<file path="src/tpsc_pkg.sv">
// Shared types and constants of the three-phase sine commutator.
// Holds the beat structs, register and opcode codes, and the sine ROM contents.
// No dependencies.
package tpsc_pkg;

	localparam int unsigned TABLE_DEPTH_DEF = 48;
	localparam int unsigned ROM_DEPTH = 48;
	localparam int unsigned ROM_AW = $clog2(ROM_DEPTH);

	localparam logic [7:0] PRESCALE_RESET = 8'd32;
	localparam logic [7:0] SPEED_PERIOD_RESET = 8'd16;
	localparam logic [7:0] GAIN_RESET = 8'd170;

	typedef enum logic [0:0] {
		OP_TICK = 1'b0,
		OP_SET_SPEED = 1'b1
	} opcode_t;

	typedef enum logic [1:0] {
		REG_PRESCALE_RELOAD = 2'd0,
		REG_SPEED_PERIOD = 2'd1,
		REG_AMPLITUDE_GAIN = 2'd2
	} cfg_reg_t;

	typedef struct packed {
		opcode_t opcode;
		logic signed [7:0] speed;
	} in_item_t;

	typedef struct packed {
		logic stepped;
		logic [7:0] duty_u;
		logic [7:0] duty_v;
		logic [7:0] duty_w;
	} out_item_t;

	// floor(127 + 127*sin(2*pi*k/48))
	localparam logic [7:0] SINE_ROM [ROM_DEPTH] = '{
		8'd127, 8'd143, 8'd159, 8'd175, 8'd190, 8'd204, 8'd216, 8'd227,
		8'd236, 8'd244, 8'd249, 8'd252, 8'd254, 8'd252, 8'd249, 8'd244,
		8'd236, 8'd227, 8'd216, 8'd204, 8'd190, 8'd175, 8'd159, 8'd143,
		8'd127, 8'd110, 8'd94, 8'd78, 8'd63, 8'd49, 8'd37, 8'd26,
		8'd17, 8'd9, 8'd4, 8'd1, 8'd0, 8'd1, 8'd4, 8'd9,
		8'd17, 8'd26, 8'd37, 8'd49, 8'd63, 8'd78, 8'd94, 8'd110
	};

endpackage

</file>
<file path="src/tpsc_duty.sv">
// Duty lookup for one phase: phase index to ROM address, sine ROM, gain scaling.
// Depends on tpsc_pkg.
module tpsc_duty #(
	parameter int unsigned TABLE_DEPTH = tpsc_pkg::TABLE_DEPTH_DEF,
	localparam int unsigned IdxW = $clog2(TABLE_DEPTH)
) (
	input logic [IdxW-1:0] index,
	input logic [7:0] gain,
	output logic [7:0] duty
);

	localparam int unsigned MapDepth = 2 ** IdxW;

	logic [tpsc_pkg::ROM_AW-1:0] addr_map [MapDepth];
	logic [tpsc_pkg::ROM_AW-1:0] rom_addr;
	logic [15:0] product;

	// Index to ROM address is a constant table built at elaboration.
	for (genvar g = 0; g < MapDepth; g++) begin : g_map
		if (g < TABLE_DEPTH) begin : g_in
			localparam int unsigned Raw = (g * tpsc_pkg::ROM_DEPTH) / TABLE_DEPTH;
			assign addr_map[g] = tpsc_pkg::ROM_AW'(Raw);
		end else begin : g_out
			assign addr_map[g] = tpsc_pkg::ROM_AW'(tpsc_pkg::ROM_DEPTH - 1);
		end
	end

	always_comb begin
		rom_addr = addr_map[index];
		product = 16'(tpsc_pkg::SINE_ROM[rom_addr]) * 16'(gain);
		duty = product[15:8];
	end

endmodule

</file>
<file path="src/three_phase_sine_commutator_unit.sv">
// Three-phase sine commutator: top level with channel handshakes, state and registers.
// Depends on tpsc_pkg and tpsc_duty.
//
// Usage:
// The in channel carries one beat per command: a PWM period tick or a set-speed
// command with a signed speed. Every input beat yields exactly one beat on the out
// channel: the stepped flag and the three held duties.
// The cfg channel writes prescale_reload (0), speed_period (1) and amplitude_gain (2);
// other indexes are ignored. cfg_ready is always high; write only while idle.
// An input beat passes through one input register; then the counter update,
// phase step, ROM read and gain multiply land in the output register.
// One beat per cycle is sustained while the receiver keeps out_ready high.
// When the receiver stalls, the result waits in the output register while the next
// beat is still taken into the input register; in_ready drops only when both are full.
// Reset puts the registers at their defaults (32, 16, 170), the prescaler at 32,
// the speed state at zero and backwards, the phases at 0, one third and two thirds
// of the table, and the held duties at zero.
module three_phase_sine_commutator_unit #(
	parameter int unsigned TABLE_DEPTH = tpsc_pkg::TABLE_DEPTH_DEF
) (
	input logic clk,
	input logic arst_n,
	input logic in_valid,
	output logic in_ready,
	input tpsc_pkg::in_item_t in_data,
	output logic out_valid,
	input logic out_ready,
	output tpsc_pkg::out_item_t out_data,
	input logic cfg_valid,
	output logic cfg_ready,
	input tpsc_pkg::cfg_reg_t cfg_index,
	input logic [7:0] cfg_data
);

	localparam int unsigned IdxW = $clog2(TABLE_DEPTH);
	localparam logic [IdxW-1:0] IdxLast = IdxW'(TABLE_DEPTH - 1);
	localparam logic [IdxW-1:0] IdxThird = IdxW'(TABLE_DEPTH / 3);
	localparam logic [IdxW-1:0] IdxTwoThird = IdxW'((2 * TABLE_DEPTH) / 3);

	logic valid_s1;
	tpsc_pkg::in_item_t item_s1;
	logic out_valid_q;
	tpsc_pkg::out_item_t out_data_q;

	logic [7:0] prescale_reload_q;
	logic [7:0] speed_period_q;
	logic [7:0] gain_q;

	logic [7:0] prescale_count_q;
	logic [7:0] speed_count_q;
	logic [7:0] speed_mag_q;
	logic forward_q;
	logic [IdxW-1:0] idx_u_q, idx_v_q, idx_w_q;
	logic [7:0] held_u_q, held_v_q, held_w_q;

	logic advance;
	logic is_set;
	logic tick_due;
	logic step_en;
	logic [7:0] speed_bits;
	logic [7:0] set_mag;
	logic [7:0] speed_count_tick;
	logic [IdxW-1:0] idx_u_nx, idx_v_nx, idx_w_nx;
	logic [7:0] duty_u_nx, duty_v_nx, duty_w_nx;

	function automatic logic [IdxW-1:0] step_index(input logic [IdxW-1:0] idx,
			input logic fwd);
		logic [IdxW-1:0] res;
		if (fwd) begin
			res = (idx >= IdxLast) ? '0 : idx + IdxW'(1);
		end else begin
			res = (idx == '0 || 32'(idx) >= TABLE_DEPTH) ? IdxLast : idx - IdxW'(1);
		end
		return res;
	endfunction

	always_comb begin
		advance = valid_s1 && (!out_valid_q || out_ready);
		in_ready = !valid_s1 || advance;
		cfg_ready = 1'b1;
		is_set = item_s1.opcode == tpsc_pkg::OP_SET_SPEED;
		tick_due = !is_set && prescale_count_q == '0;
		speed_bits = item_s1.speed;
		// Two's complement magnitude; minus 128 gives 128.
		set_mag = speed_bits[7] ? (~speed_bits + 8'd1) : speed_bits;
		speed_count_tick = (speed_count_q == '0) ? speed_period_q : speed_count_q - 8'd1;
		step_en = tick_due && (speed_count_tick < speed_mag_q);
		idx_u_nx = step_index(idx_u_q, forward_q);
		idx_v_nx = step_index(idx_v_q, forward_q);
		idx_w_nx = step_index(idx_w_q, forward_q);
	end

	tpsc_duty #(.TABLE_DEPTH(TABLE_DEPTH)) u_duty_u (
		.index(idx_u_nx), .gain(gain_q), .duty(duty_u_nx)
	);
	tpsc_duty #(.TABLE_DEPTH(TABLE_DEPTH)) u_duty_v (
		.index(idx_v_nx), .gain(gain_q), .duty(duty_v_nx)
	);
	tpsc_duty #(.TABLE_DEPTH(TABLE_DEPTH)) u_duty_w (
		.index(idx_w_nx), .gain(gain_q), .duty(duty_w_nx)
	);

	always_ff @(posedge clk or negedge arst_n) begin
		if (!arst_n) begin
			prescale_reload_q <= tpsc_pkg::PRESCALE_RESET;
			speed_period_q <= tpsc_pkg::SPEED_PERIOD_RESET;
			gain_q <= tpsc_pkg::GAIN_RESET;
		end else if (cfg_valid) begin
			unique case (cfg_index)
				tpsc_pkg::REG_PRESCALE_RELOAD: prescale_reload_q <= cfg_data;
				tpsc_pkg::REG_SPEED_PERIOD: speed_period_q <= cfg_data;
				tpsc_pkg::REG_AMPLITUDE_GAIN: gain_q <= cfg_data;
				default: ;
			endcase
		end
	end

	always_ff @(posedge clk or negedge arst_n) begin
		if (!arst_n) begin
			valid_s1 <= 1'b0;
			out_valid_q <= 1'b0;
		end else begin
			if (in_ready) begin
				valid_s1 <= in_valid;
			end
			if (advance) begin
				out_valid_q <= 1'b1;
			end else if (out_ready) begin
				out_valid_q <= 1'b0;
			end
		end
	end

	always_ff @(posedge clk) begin
		if (in_valid && in_ready) begin
			item_s1 <= in_data;
		end
	end

	always_ff @(posedge clk or negedge arst_n) begin
		if (!arst_n) begin
			prescale_count_q <= tpsc_pkg::PRESCALE_RESET;
			speed_count_q <= '0;
			speed_mag_q <= '0;
			forward_q <= 1'b0;
			idx_u_q <= '0;
			idx_v_q <= IdxThird;
			idx_w_q <= IdxTwoThird;
			held_u_q <= '0;
			held_v_q <= '0;
			held_w_q <= '0;
		end else if (advance) begin
			if (is_set) begin
				speed_count_q <= speed_period_q;
				speed_mag_q <= set_mag;
				forward_q <= !speed_bits[7];
			end else if (tick_due) begin
				prescale_count_q <= prescale_reload_q;
				speed_count_q <= speed_count_tick;
				if (step_en) begin
					idx_u_q <= idx_u_nx;
					idx_v_q <= idx_v_nx;
					idx_w_q <= idx_w_nx;
					held_u_q <= duty_u_nx;
					held_v_q <= duty_v_nx;
					held_w_q <= duty_w_nx;
				end
			end else begin
				prescale_count_q <= prescale_count_q - 8'd1;
			end
		end
	end

	always_ff @(posedge clk) begin
		if (advance) begin
			out_data_q.stepped <= step_en;
			out_data_q.duty_u <= step_en ? duty_u_nx : held_u_q;
			out_data_q.duty_v <= step_en ? duty_v_nx : held_v_q;
			out_data_q.duty_w <= step_en ? duty_w_nx : held_w_q;
		end
	end

	assign out_valid = out_valid_q;
	assign out_data = out_data_q;

	// The phase spacing set at reset is kept by every step.
	assert property (@(posedge clk) disable iff (!arst_n)
		((idx_v_q >= idx_u_q) ? (32'(idx_v_q) - 32'(idx_u_q))
			: (32'(idx_v_q) + TABLE_DEPTH - 32'(idx_u_q))) == 32'(IdxThird))
		else $error("phase V drifted from phase U");

	assert property (@(posedge clk) disable iff (!arst_n)
		32'(idx_u_q) < TABLE_DEPTH && 32'(idx_w_q) < TABLE_DEPTH)
		else $error("phase index left the table");

	assert property (@(posedge clk) disable iff (!arst_n)
		advance && is_set |=> !out_data_q.stepped)
		else $error("set-speed beat reported a step");

	assert property (@(posedge clk) disable iff (!arst_n)
		advance && !step_en |=> $stable(held_u_q) && $stable(idx_u_q))
		else $error("phase state changed without a step");

	assert property (@(posedge clk) disable iff (!arst_n)
		!in_ready |-> valid_s1 && out_valid_q && !out_ready)
		else $error("input stalled while a stage was free");

endmodule
</file>
<file path="config.mk">
export PLATFORM = sky130hd
export DESIGN_NAME = three_phase_sine_commutator_unit
export DESIGN_NICKNAME = d
export VERILOG_FILES = /design/src/tpsc_pkg.sv /design/src/tpsc_duty.sv /design/src/three_phase_sine_commutator_unit.sv
export SDC_FILE = /design/constraint.sdc
export NUM_CORES = 1
export LEC_CHECK = 0
export BUFFER_PORTS_ARGS = -buffer_cell sky130_fd_sc_hd__buf_4
export CAP_MARGIN = 20
export CORE_ASPECT_RATIO = 0.75
export CORE_MARGIN = 8
export CORE_UTILIZATION = 67
export CTS_CLUSTER_SIZE = 24
export DETAILED_ROUTE_END_ITERATION = 6
export PLACE_DENSITY = 0.85
export SYNTH_ARGS = -nofsm -noshare
export SYNTH_HDL_FRONTEND = slang
export SYNTH_HIERARCHICAL = 1
export SYNTH_SLANG_ARGS = --single-unit
</file>
<file path="constraint.sdc">
create_clock -name clk -period 22.1 [get_ports clk]
set_input_delay 1.105 -clock clk [delete_from_list [all_inputs] [get_ports clk]]
set_output_delay 1.105 -clock clk [all_outputs]
set_load 0.03 [all_outputs]
</file>
==> run summary <==
Outcome -> completed
Synthesized area per cell -> 9.58 µm²
Largest net degree at the start of global routing -> 77
Gpl congestion -> 0.905
RSZ-0062 raised after global routing -> no
Leading area contributor after synthesis -> dfrtp_1
Post-synth top cells -> inv_1 (165), ha_1 (142), nand2_1 (108), and2_1 (105), fa_1 (105)
Worst-Skew Late Latency -> 0.44 ns
Detailed Route Iter0 Violations -> 1242
Crit path time final -> 8.35 ns
Setup violators final -> 0
Hold WC Path Type -> reg -> reg
Area Overhead vs Synth -> 8.40%
Worst hold slack -> 0.481 ns
Cells after synthesis -> 1534
Setup Total Neg Slack -> 0 ns
Port Buf Inserts -> 50
WS Path Type -> reg -> reg
Final worst slack -> 13.75 ns
Worst reg2reg path depth -> 28
Critical Path End Type -> register
Clock sink total -> 127
Hold EP -> speed_mag_q[1]
Vias -> 11700
Top-count cell post-synth -> inv_1
Wire per inst -> 18.7 µm
Skew final -> 0.0105 ns
FMAX -> 120 MHz
Core ar. -> 21800 µm²
Post-CTS Setup Bufs -> 0
Synthesized flop and latch total -> 127
Row Count -> 47
Number of routed nets with antenna violations -> 0
Initial Util -> 0.674
Mapped Area -> 14700 µm²
Critical Path AT -> 8.54 ns
HP Start -> speed_mag_q[1]
CP Max Fanout -> 23
# nets final -> 1836
CTS tree -> built
CP required -> 22.29 ns
Layout cells sized above 1 -> 0.170
Multi-input gate area -> 10400 µm²
Worst Tran Pin Value -> 1.26 ns
Drt total wl -> 35000 µm
Endpoint of the worst register-to-register path -> out_data[7]
Crit-path max cell delay -> 1.03 ns
Max_cap viols -> 0
Worst path slowest cell -> a222oi_1
# hold bufs at CTS -> 0
Drt via density -> 6.24
Grt ovf -> 0
FF-to-FF Start -> idx_w_q[0]
Post-synthesis async set-or-reset flop share -> 0.732
Vias in the first global route -> 11400
Clock tree buffer depth -> 2
Final hold violations -> 0
I/O pin total -> 52
DP Worst Slack -> 13.97 ns
Element type at the critical path start -> register
Die Wd -> 187 µm
Synth Flop Type -> dfrtp_1
Synth Net Count -> 1805
Initial antenna violation count -> 0
Slew Limit Fails -> 0
Number of flops mapped to enable cells by yosys -> 34
Diode count -> 0
R2R Setup Slk -> 13.75 ns
Synth area leaders -> dfrtp_1 (14%), fa_1 (14%), ha_1 (12%), edfxtp_1 (6.9%), and2_1 (4.5%)
PostCTS Resize Cnt -> 0
First-pass GRT wire length -> 57100 µm
Max-slew headroom -> 0.163
Fin crit share -> 0.378
H-tree depth -> 4
Die Y -> 144 µm
GRT Util Overall -> 0.260
Count of cell types in the netlist -> 107
Hpwl dp -> 24900 µm
Top-area cell type share of the netlist area -> 0.143
Root Driver -> clkbuf_16
Hold Crit Depth -> 2
TritonCTS buffer count -> 17
Clk slew on worst S/H paths -> 0.06 ns
DRC violations left -> 0
Total of warnings raised by yosys -> 6
Sequential fraction of the synthesis area -> 0.229
Fillers -> 1516
Drt pass-1 iters -> 6
Register Area -> 3360 µm²
Die area -> 27000 µm²
cells by family (layout without fill, tap and decap cells):
| kind of cell | Yosys count | count (layout) | synth area share |
|---|---|---|---|
| buf+inv | 221 | 265 | 0.0642 |
| xor+xnor | 40 | 40 | 0.0238 |
| other cells | 1 | 1 | 0.000255 |
| fa+ha+maj | 247 | 247 | 0.264 |
| mux | 96 | 96 | 0.0832 |
| flops | 127 | 127 | 0.229 |
| simple gates | 481 | 481 | 0.181 |
| compound gates | 321 | 321 | 0.155 |
cell type report:
type	count	share of cell area
clock inverter	14	0.0126
inverter	166	0.0391
tap	294	0.0231
timing repair buffer	67	0.0328
sequential	127	0.211
clock buffer	18	0.0269
multi-input combinational	1186	0.655
worst max path at each step:
stage               start            to  slack [ns]  cells after the start
4_1_cts        idx_w_q[0]   out_data[7]       13.89                     28
3_3_place_gp   idx_w_q[0]   out_data[7]       14.32                     28
6_report       idx_w_q[0]   out_data[7]       13.75                     28
5_1_grt        idx_v_q[2]  out_data[12]       13.42                     27
2_1_floorplan  idx_u_q[0]  out_data[21]       14.49                     32
3_5_place_dp   idx_w_q[0]   out_data[7]       13.97                     28
critical path, delay by kind of cell (launching register included):
family	cells	cell delay, ns
AOI/OAI and AO/OA	7	2.14
xor gates and xnor gates	1	0.16
adders and majority gates	8	3.05
buffers and inverters	5	0.63
DFF	1	0.47
muxes	1	0.28
and+or+nand+nor	6	1.36
layout by cell type, fill, tap and decap left out, drive strengths merged, types with 5 or more instances in the layout:
cell type / n
o211ai: 8
a21oi: 76
a31oi: 14
o22ai: 10
a211oi: 10
fa: 105
xor2: 18
nand2: 109
dfrtp: 84
buf: 67
nor3b: 5
nor3: 27
o31a: 7
nand2b: 34
edfxtp: 34
mux2: 90
o32ai: 5
and3: 7
nor4: 9
o21bai: 7
a221oi: 6
a22oi: 5
o31ai: 11
nor2: 80
nor2b: 35
o21ai: 84
o21a: 10
nand4: 7
a21o: 24
and2: 110
clkbuf: 18
ha: 142
dfstp: 9
inv: 173
nand3: 28
xnor2: 22
a222oi: 5
mux2i: 6
sequential cells by signal, indices dropped and copies added (netlist names):
register / count
out_data: 25
idx_w_q: 6
forward_q: 1
speed_count_q: 8
held_w_q: 8
speed_mag_q: 8
prescale_count_q: 8
speed_bits: 8
idx_v_q: 6
speed_period_q: 8
held_u_q: 8
gain_q: 8
held_v_q: 8
valid_s1: 1
out_valid: 1
is_set: 1
prescale_reload_q: 8
idx_u_q: 6
routing by layer:
layer	GRT usage	vias to the layer above	wire [µm]	share of wire
li1	-	5380	-	-
met3	0.0624	43	3000	0.086
met4	0.0675	0	391	0.011
met2	0.416	546	15900	0.45
met5	0	-	0	0
met1	0.352	5705	15700	0.45
per-stage QoR:
step	std cells	cell area, µm²	utilization
floorplan	1534	14700	-
global placement	1839	15300	0.700
detailed placement	1839	15300	0.700
CTS	1871	15900	0.729
global route	1872	15900	0.730
finish	1872	15900	0.730
Power is left out: the tool's default activity adds up to more than one toggle a clock period on the data nets, which glitch-free logic cannot reach.
